===== src/rtl/core/spt_pkg.sv =====
// Shared types, constants and helpers of the stride prefetch table.
`default_nettype none

package spt_pkg;

    localparam int PC_W        = 32;
    localparam int DATA_W      = 32;
    localparam int STEP_W      = 13;
    localparam int REQ_W       = 5;
    localparam int CNT_W       = 4;
    localparam int CFG_INDEX_W = 1;
    localparam int CFG_DATA_W  = 13;

    // Register indexes of the configuration port
    localparam logic [CFG_INDEX_W-1:0] REG_BLOCK_STEP = 1'b0;
    localparam logic [CFG_INDEX_W-1:0] REG_REQUESTS   = 1'b1;

    localparam logic [STEP_W-1:0] BLOCK_STEP_RESET = 13'd32;
    localparam logic [REQ_W-1:0]  REQUESTS_RESET   = 5'd4;
    localparam logic [REQ_W-1:0]  REQUESTS_MAX     = 5'd16;

    // Operation codes of an input item
    localparam logic OP_ACCESS   = 1'b0;
    localparam logic OP_COMPLETE = 1'b1;

    // Row index reduction: bits of the PC folded in per cycle
    localparam int ROW_BITS_PER_STEP = 4;
    localparam int ROW_STEPS         = PC_W / ROW_BITS_PER_STEP;
    localparam int ROW_STEP_CNT_W    = $clog2(ROW_STEPS + 1);

    localparam int QUEUE_DEPTH = 2;
    localparam int QPTR_W      = $clog2(QUEUE_DEPTH);

    typedef struct packed {
        logic            op;
        logic [PC_W-1:0] pc;
        logic [DATA_W-1:0] addr;
        logic            hit;
    } spt_item_t;

    // Saturate the request count to 1..16 and return it minus one
    function automatic logic [CNT_W-1:0] count_minus_one(input logic [REQ_W-1:0] req);
        logic [CNT_W-1:0] res;
        if (req == '0)
            res = '0;
        else if (req > REQUESTS_MAX)
            res = CNT_W'(REQUESTS_MAX - 5'd1);
        else
            res = CNT_W'(req - 5'd1);
        return res;
    endfunction

endpackage

`default_nettype wire


===== src/rtl/core/spt_queue.sv =====
// Short queue of classified items between front and back.
`default_nettype none

module spt_queue #(
    parameter int IDX_W = 8
) (
    input  wire logic               clk,
    input  wire logic               rst_n,
    input  wire logic               push,
    input  wire spt_pkg::spt_item_t push_item,
    input  wire logic [IDX_W-1:0]   push_row,
    input  wire logic               pop,
    output logic                    full,
    output logic                    not_empty,
    output spt_pkg::spt_item_t      head_item,
    output logic [IDX_W-1:0]        head_row
);
    import spt_pkg::*;

    spt_item_t          item_mem [QUEUE_DEPTH];
    logic [IDX_W-1:0]   row_mem  [QUEUE_DEPTH];
    logic [QPTR_W-1:0]  wr_ptr_reg;
    logic [QPTR_W-1:0]  rd_ptr_reg;
    logic [QPTR_W:0]    count_reg;

    assign full      = count_reg == (QPTR_W + 1)'(QUEUE_DEPTH);
    assign not_empty = count_reg != '0;
    assign head_item = item_mem[rd_ptr_reg];
    assign head_row  = row_mem[rd_ptr_reg];

    always_ff @(posedge clk or negedge rst_n)
    begin
        if (!rst_n)
        begin
            wr_ptr_reg <= '0;
            rd_ptr_reg <= '0;
            count_reg  <= '0;
        end
        else
        begin
            if (push)
                wr_ptr_reg <= wr_ptr_reg + 1'b1;
            if (pop)
                rd_ptr_reg <= rd_ptr_reg + 1'b1;
            if (push && !pop)
                count_reg <= count_reg + 1'b1;
            else if (pop && !push)
                count_reg <= count_reg - 1'b1;
        end
    end

    always_ff @(posedge clk)
    begin
        if (push)
        begin
            item_mem[wr_ptr_reg] <= push_item;
            row_mem[wr_ptr_reg]  <= push_row;
        end
    end

endmodule

`default_nettype wire


===== config.mk =====
export PLATFORM = sky130hd
export DESIGN_NAME = spt_queue
export DESIGN_NICKNAME = d
export VERILOG_FILES = /design/src/rtl/core/spt_pkg.sv /design/src/rtl/core/spt_queue.sv
export SDC_FILE = /design/constraint.sdc
export NUM_CORES = 1
export LEC_CHECK = 0
export BUFFER_PORTS_ARGS = -buffer_cell sky130_fd_sc_hd__buf_2
export CAP_MARGIN = 40
export CORE_ASPECT_RATIO = 1.1
export CORE_MARGIN = 4
export CORE_UTILIZATION = 45
export CTS_BUF_LIST = sky130_fd_sc_hd__clkbuf_8
export DETAILED_ROUTE_END_ITERATION = 7
export PLACE_DENSITY = 0.66
export SLEW_MARGIN = 0
export SYNTH_ARGS = -nofsm -noshare
export SYNTH_HDL_FRONTEND = slang
export SYNTH_SLANG_ARGS = --single-unit

===== constraint.sdc =====
create_clock -name clk -period 4.9 [get_ports clk]
set_input_delay 0 -clock clk [delete_from_list [all_inputs] [get_ports clk]]
set_output_delay 0 -clock clk [all_outputs]
set_load 0.005 [all_outputs]

==> impl_metrics.py, run 1 <==
metrics = {
    "drt": {
        "drt_iter0_drc": 140,
        "drc": 0,
        "antenna_left": 0,
        "drt_first_pass_iters": 4,
        "wl_per_cell_um": 16.8,
        "routed_wl_mm": 11.0,
        "via_per_inst": 4.72,
        "vias": 3099,
    },
    "sta": {
        "slew_headroom_pct": 56.5,
        "setup_tns_ns": 0,
        "rsz0062_at_grt": "no",
        "slew_viol_final": 0,
        "hold_viol": 0,
        "max_freq_mhz": 401,
        "postLayoutSetupSlackWorst_ns": 2.40,
        "worst_clock_skew_ns": 0.00904,
        "fin_crit_ns": 2.50,
        "worst_slew_pin_slew_ns": 0.653,
        "period_share_pct": 50.9,
        "setup_viol": 0,
    },
    "clocking": {
        "cts_sinks": 152,
        "cts-buffers-inserted": 17,
        "clkTransAtPathRegs_ns": 0.08,
        "cts_root_buf": "clkbuf_8",
        "postCtsSetupBuffers": 0,
        "clock_latency_ns": 0.43,
        "cts_tree": "built",
        "clockBufferDepth": 2,
        "htreeDepth": 4,
    },
    "global_routing": {
        "gr-max-usage-layer": "met2",
        "grtUsageMet3_pct": 5.62,
        "grt_max_degree": 48,
        "grtUsageMet1_pct": 17.9,
        "antenna_found_initial": 0,
        "grt_pass1_vias": 3379,
        "grt_overflow_total": 0,
        "grt_usage_pct": 15.5,
        "grt_pass1_wl_mm": 16.9,
        "gr-usage-met2_pct": 26.8,
    },
    "setup_path": {
        "worstSetupStartpointType": "flop",
        "reg2reg_setup_slack_ns": 3.14,
        "reg2reg_to": "rd_ptr_reg",
        "end_kind": "output pin",
        "crit_arrival_ns": 2.50,
        "rr_worst_depth": 2,
        "worstReg2RegStart": "rd_ptr_reg",
        "path_class": "flop to output pin",
        "cp_data_required_time_ns": 4.90,
        "path_max_fanout": 39,
    },
    "place": {
        "dpl_worst_slack_ns": 2.80,
        "port_buffers": 153,
        "place.gp.congestion": 0.681,
        "hpwl_mm": 6.66,
    },
    "floorplan": {
        "io_pins": 154,
        "rows": 42,
        "dieArea_mm2": 0.0146,
        "die_x_um": 116,
        "fp.dieH_um": 126,
        "core_mm2": 0.0122,
        "start_util_pct": 46.8,
    },
    "logic_synthesis": {
        "synth_cell_type_count": 14,
        "synthCells": 246,
        "ys_seq_area_share_pct": 79.3,
        "ys_seq_elements": 152,
        "syn_area_mm2": 0.00573,
        "synthFlopType": "edfxtp_1",
        "yosysTopAreaCellShare_pct": 77.5,
        "yosysMostFrequentCell": "edfxtp_1",
        "synth_fp_nets": 325,
        "syn_avg_cell_area_um2": 23.3,
        "yosysWarningCount": 0,
        "ys_async_sr_fraction_pct": 2.63,
        "synth_area_leaders": "edfxtp_1 (78%), mux2_4 (13%), mux2_2 (4.7%)",
        "ys_top_cells_by_count": "edfxtp_1 (148), mux2_4 (50), mux2_2 (24)",
        "yosysTopAreaCell": "edfxtp_1",
        "synth-edff-count": 148,
    },
    "hold_path": {
        "hold_path.class": "input pin to flop",
        "min_to": "item_mem[1][57]",
        "hp-start": "push_item[57]",
        "whs_path_depth": 2,
    },
    "flow_run": {
        "maxCapViolCount": 0,
    },
    "final_layout": {
        "layout.nets": 571,
        "n_antenna_cell": 0,
        "syn_to_final_growth_pct": 37.2,
        "drive_gt1_share_pct": 51.9,
        "fillerInstances": 863,
        "postLayoutCoreUtil_pct": 64.2,
        "largest_reg_flops": 132,
    },
    "power": {
        "cellPowerDensity_mw_per_mm2": 505,
        "irDropWorstVdd_v": 0.000269,
        "p_total_w": 0.00397,
        "leakagePower_nw": 3.15,
    },
    "run_status": {
        "status": "completed",
    },
}
==> through the flow <==
step | cells | cell area (µm²) | hold slack, ns
finish | 657 | 7870 | 0.282
global route | 657 | 7870 | 0.255
CTS | 657 | 7870 | 0.251
detailed placement | 549 | 6690 | -0.186
global placement | 547 | 6640 | -0.189
floorplan | 246 | 5730 | -0.296
==> cell families after synthesis <==
| family | after synthesis | share of synthesized area, % |
|---|---|---|
| xor+xnor | 5 | 0.764 |
| fa+ha+maj | 1 | 0.218 |
| buf+inv | 9 | 1.42 |
| flops | 152 | 79.3 |
| mux | 74 | 17.8 |
| simple gates | 5 | 0.502 |
==> how the worst max path moves through the flow <==
stage               startpoint               to  slack, ns  depth (start not counted)
finish              rd_ptr_reg    head_item[43]       2.40                          3
global route        rd_ptr_reg    head_item[46]       2.22                          3
CTS                 rd_ptr_reg    head_item[43]       2.31                          3
detailed placement  rd_ptr_reg    head_item[40]       2.80                          3
global placement    wr_ptr_reg  item_mem[0][26]       2.61                          2
floorplan           wr_ptr_reg   item_mem[0][0]       0.70                          1
==> power breakdown <==
part	leakage [nW]	switching, W	internal [W]
Clock	0.205	0.000429	0.000538
Combinational	1.52	0.000471	0.000665
Sequential	1.43	0.000143	0.00172
Total	3.15	0.00104	0.00293
==> layout make-up <==
class | count | area, µm² | share of cell area, %
multi-input combinational | 85 | 1120 | 14.2
tap | 154 | 193 | 2.45
inverter | 1 | 3.75 | 0.0477
clock inverter | 13 | 163 | 2.07
clock buffer | 17 | 234 | 2.97
timing repair buffer | 235 | 1610 | 20.5
sequential | 152 | 4550 | 57.8
==> critical path, stage by stage, from the launching register on <==
cell and delay (ns):
dfrtp_4 0.85, buf_4 0.63, mux2_2 0.41, buf_2 0.13
==> per-layer routing <==
| layer | up-vias | wire length [µm] |
|---|---|---|
| li1 | 1462 | - |
| met1 | 1512 | 4340 |
| met2 | 115 | 5740 |
| met3 | 10 | 837 |
| met4 | 0 | 89 |
| met5 | - | 0 |
==> placed cells by master, fill, tap and decap left out, drive strengths merged, types with 2 or more instances in the layout <==
cell type	netlist	layout
nor2b	2	2
clkinv	0	7
dfrtp	4	4
edfxtp	148	148
clkbuf	0	17
inv	1	2
xor2	4	4
buf	8	157
dlygate4sd3	0	78
mux2	74	74
bufinv	0	4
==> what timing repair did <==
action                                 4_1_cts  5_1_grt
endpoints found under the hold margin      155        0
hold buffers                                78        0
gates resized for setup                      0        0
Note: power is estimated with default switching activity, not from simulation.
==> run 2: changes to the inputs <==
--- a/config.mk
+++ b/config.mk
@@ -5,6 +5,7 @@
 export SDC_FILE = /design/constraint.sdc
 export NUM_CORES = 1
 export LEC_CHECK = 0
+export ABC_AREA = 1
 export BUFFER_PORTS_ARGS = -buffer_cell sky130_fd_sc_hd__buf_2
 export CAP_MARGIN = 40
 export CORE_ASPECT_RATIO = 1.1
@@ -12,7 +13,7 @@
 export CORE_UTILIZATION = 45
 export CTS_BUF_LIST = sky130_fd_sc_hd__clkbuf_8
 export DETAILED_ROUTE_END_ITERATION = 7
-export PLACE_DENSITY = 0.66
+export PLACE_DENSITY = 0.69
 export SLEW_MARGIN = 0
 export SYNTH_ARGS = -nofsm -noshare
 export SYNTH_HDL_FRONTEND = slang
==> constraint.sdc (replaced) <==
create_clock -name clk -period 2.1 [get_ports clk]
set_input_delay 0 -clock clk [delete_from_list [all_inputs] [get_ports clk]]
set_output_delay 0 -clock clk [all_outputs]
set_load 0.005 [all_outputs]
==> run 2 against run 1 <==
Compared with the run above: synthesized cell count increased by 3.7%; clock skew fell by 0.0040 ns; non-clock buffer count grew 6; critical endpoint is now head_item[17]; largest cell class unchanged.
==> impl_metrics.py, run 2 <==
metrics = {
    "run_status": {
        "status": "completed",
    },
    "place": {
        "place.gp.congestion": 0.695,
        "placed_area_mm2": 0.00676,
        "port_buffers": 153,
        "hpwl_mm": 6.58,
        "dp_cells": 567,
    },
    "final_layout": {
        "n_antenna_cell": 0,
        "largest_reg_flops": 132,
        "syn_to_final_growth_pct": 37.3,
        "instances_no_fill": 677,
        "final_common_cell": "buf_2",
        "fillerInstances": 924,
        "layout.nets": 586,
        "final_area_mm2": 0.00790,
        "drive_gt1_share_pct": 52.1,
        "mostFrequentLayoutCells": "buf_2 (153), edfxtp_1 (148), dlygate4sd3_1 (78)",
    },
    "floorplan": {
        "start_util_pct": 45.9,
        "die_x_um": 116,
        "dieArea_mm2": 0.0147,
        "rows": 43,
        "io_pins": 154,
        "fp.dieH_um": 127,
        "core_mm2": 0.0125,
    },
    "logic_synthesis": {
        "ys_seq_elements": 152,
        "synthXorXnorAreaFrac_pct": 0.457,
        "synthCells": 255,
        "ys_seq_area_share_pct": 79.0,
        "synth_compound_area_share_pct": 0,
        "synth-simple-area-share_pct": 0.718,
        "yosysTopAreaCell": "edfxtp_1",
        "syn_area_mm2": 0.00575,
        "synthFlopType": "edfxtp_1",
        "synth_top_family_by_area": "multiplexers",
        "yosys.area_share.adder_pct": 0.218,
        "ys_async_sr_fraction_pct": 2.63,
        "synth-edff-count": 148,
        "synth_area_leaders": "edfxtp_1 (77%), mux2_4 (13%), mux2_2 (4.7%)",
        "yosysWarningCount": 0,
        "syn_avg_cell_area_um2": 22.5,
        "synth_fp_nets": 334,
        "yosysTopAreaCellShare_pct": 77.3,
        "yosysMostFrequentCell": "edfxtp_1",
        "ys_top_cells_by_count": "edfxtp_1 (148), mux2_4 (50), mux2_2 (24)",
        "synth_cell_type_count": 14,
        "muxShareOfSynthArea_pct": 17.8,
    },
    "setup_path": {
        "end_kind": "output pin",
        "crit_chain": "buf_4, mux2_4, buf_2",
        "cpPeakStageDelay_ns": 0.77,
        "worstSetupStartpointType": "flop",
        "path_class": "flop to output pin",
        "crit_path_top_delay_cell": "dfrtp_4",
        "path_max_fanout": 29,
        "cp_data_required_time_ns": 2.10,
        "cp.buffers_inverters": 2,
        "crit_arrival_ns": 1.96,
        "path_delay_family": "flip-flops",
    },
    "drt": {
        "routed_wl_mm": 10.7,
        "via_per_inst": 4.66,
        "antenna_left": 0,
        "drc": 0,
        "drt_first_pass_iters": 4,
        "wl_per_cell_um": 15.7,
        "drt_iter0_drc": 98,
        "vias": 3152,
    },
    "sta": {
        "max_freq_mhz": 510,
        "period_share_pct": 93.3,
        "slew_viol_final": 0,
        "fin_crit_ns": 1.96,
        "slew_headroom_pct": 66.3,
        "setup_viol": 0,
        "hold_viol": 0,
        "worst_clock_skew_ns": 0.00508,
        "rsz0062_at_grt": "no",
        "setup_tns_ns": 0,
        "worst_slew_pin_slew_ns": 0.506,
    },
    "power": {
        "internal-power_w": 0.00648,
        "switching_share_pct": 28.3,
        "clkPwrFrac_pct": 21.6,
        "irDropWorstVdd_v": 0.000576,
        "p_seq_share_pct": 47.7,
        "leakagePower_nw": 3.17,
        "power_frac_comb_pct": 30.7,
        "cellPowerDensity_mw_per_mm2": 1140,
        "switching_power_w": 0.00255,
    },
    "clocking": {
        "clockBufferDepth": 2,
        "cts_root_buf": "clkbuf_8",
        "postCtsSetupBuffers": 0,
        "cts_sinks": 152,
        "cts-buffers-inserted": 17,
        "clock_latency_ns": 0.43,
        "cts_tree": "built",
        "clkTransAtPathRegs_ns": 0.09,
        "htreeDepth": 4,
    },
    "global_routing": {
        "grt_max_degree": 59,
        "grt_usage_pct": 14.9,
        "antenna_found_initial": 0,
        "grt_pass1_vias": 3535,
        "grt_pass1_wl_mm": 16.5,
        "grt_overflow_total": 0,
    },
    "flow_run": {
        "maxCapViolCount": 0,
    },
    "hold_path": {
        "hold_path.class": "input pin to flop",
    },
}
[run 2: cell count changes after synthesis, sizes merged]
cell	change
and2	-1
inv	+6
nand2	+6
nand3	+1
nand4	+1
nor2	+1
nor2b	-2
or2	-1
xor2	-2
[run 2: final timing paths]
kind / from / to / slack, ns / depth (start not counted)
worst max register to register: wr_ptr_reg / item_mem[1][0] / 0.74 / 3
worst min register to register: count_reg[1] / count_reg[1] / 0.49 / 2
max in group asynchronous: rst_n / rd_ptr_reg / 1.45 / 3
min in group asynchronous: rst_n / rd_ptr_reg / 0.46 / 3
worst max-delay path: rd_ptr_reg / head_item[17] / 0.14 / 3
worst min-delay path: push_row[7] / row_mem[1][7] / 0.29 / 2
[run 2: power by group through the flow]
stage | clock network (W) | registers (W) | logic (W)
after floorplan | 0 | 0.00422 | 0.00182
after global placement | 0 | 0.00436 | 0.00268
after detailed placement | 0 | 0.00439 | 0.00270
after CTS | 0.00204 | 0.00432 | 0.00282
after global routing | 0.00215 | 0.00437 | 0.00300
final | 0.00195 | 0.00430 | 0.00277
[run 2: area by class of cell]
type | instances | area, µm² | share of cell area, %
clock buffer | 17 | 234 | 2.96
clock inverter | 15 | 120 | 1.52
inverter | 7 | 30.0 | 0.380
multi-input combinational | 88 | 1110 | 14.0
sequential | 152 | 4550 | 57.6
tap | 157 | 196 | 2.49
timing repair buffer | 241 | 1660 | 21.0
[run 2: timing repair]
item	4_1_cts	5_1_grt
hold buffers	78	0
setup endpoints to repair	0	0
resized for setup	0	0
hold endpoints to repair	155	0
[run 2: cells by family (layout without fill, tap and decap cells)]
| logic type | after synthesis | after routing |
|---|---|---|
| buffers and inverters | 15 | 280 |
| XOR/XNOR | 3 | 3 |
| adder cells (fa/ha/maj) | 1 | 1 |
| multiplexers | 74 | 74 |
| flip-flops | 152 | 152 |
| AND/OR/NAND/NOR | 10 | 10 |
[run 2: stage by stage]
step                worst slack, ns  hold slack [ns]  utilization [%]  total power [W]
floorplan                     0.119           -0.296                -          0.00604
global route                 0.0192            0.266             63.0          0.00953
global placement              0.588           -0.193             53.9          0.00704
finish                        0.140            0.289             63.0          0.00903
CTS                          0.0734            0.241             63.0          0.00918
detailed placement            0.580           -0.189             53.9          0.00709
[run 2: routing by layer]
metal / global-route usage (%) / routed length (µm) / vias up
li1: - / - / 1506
met2: 26.8 / 5620 / 114
met3: 4.96 / 682 / 9
met4: 4.78 / 106 / 0
met5: 0 / 0 / -
met1: 16.5 / 4250 / 1523
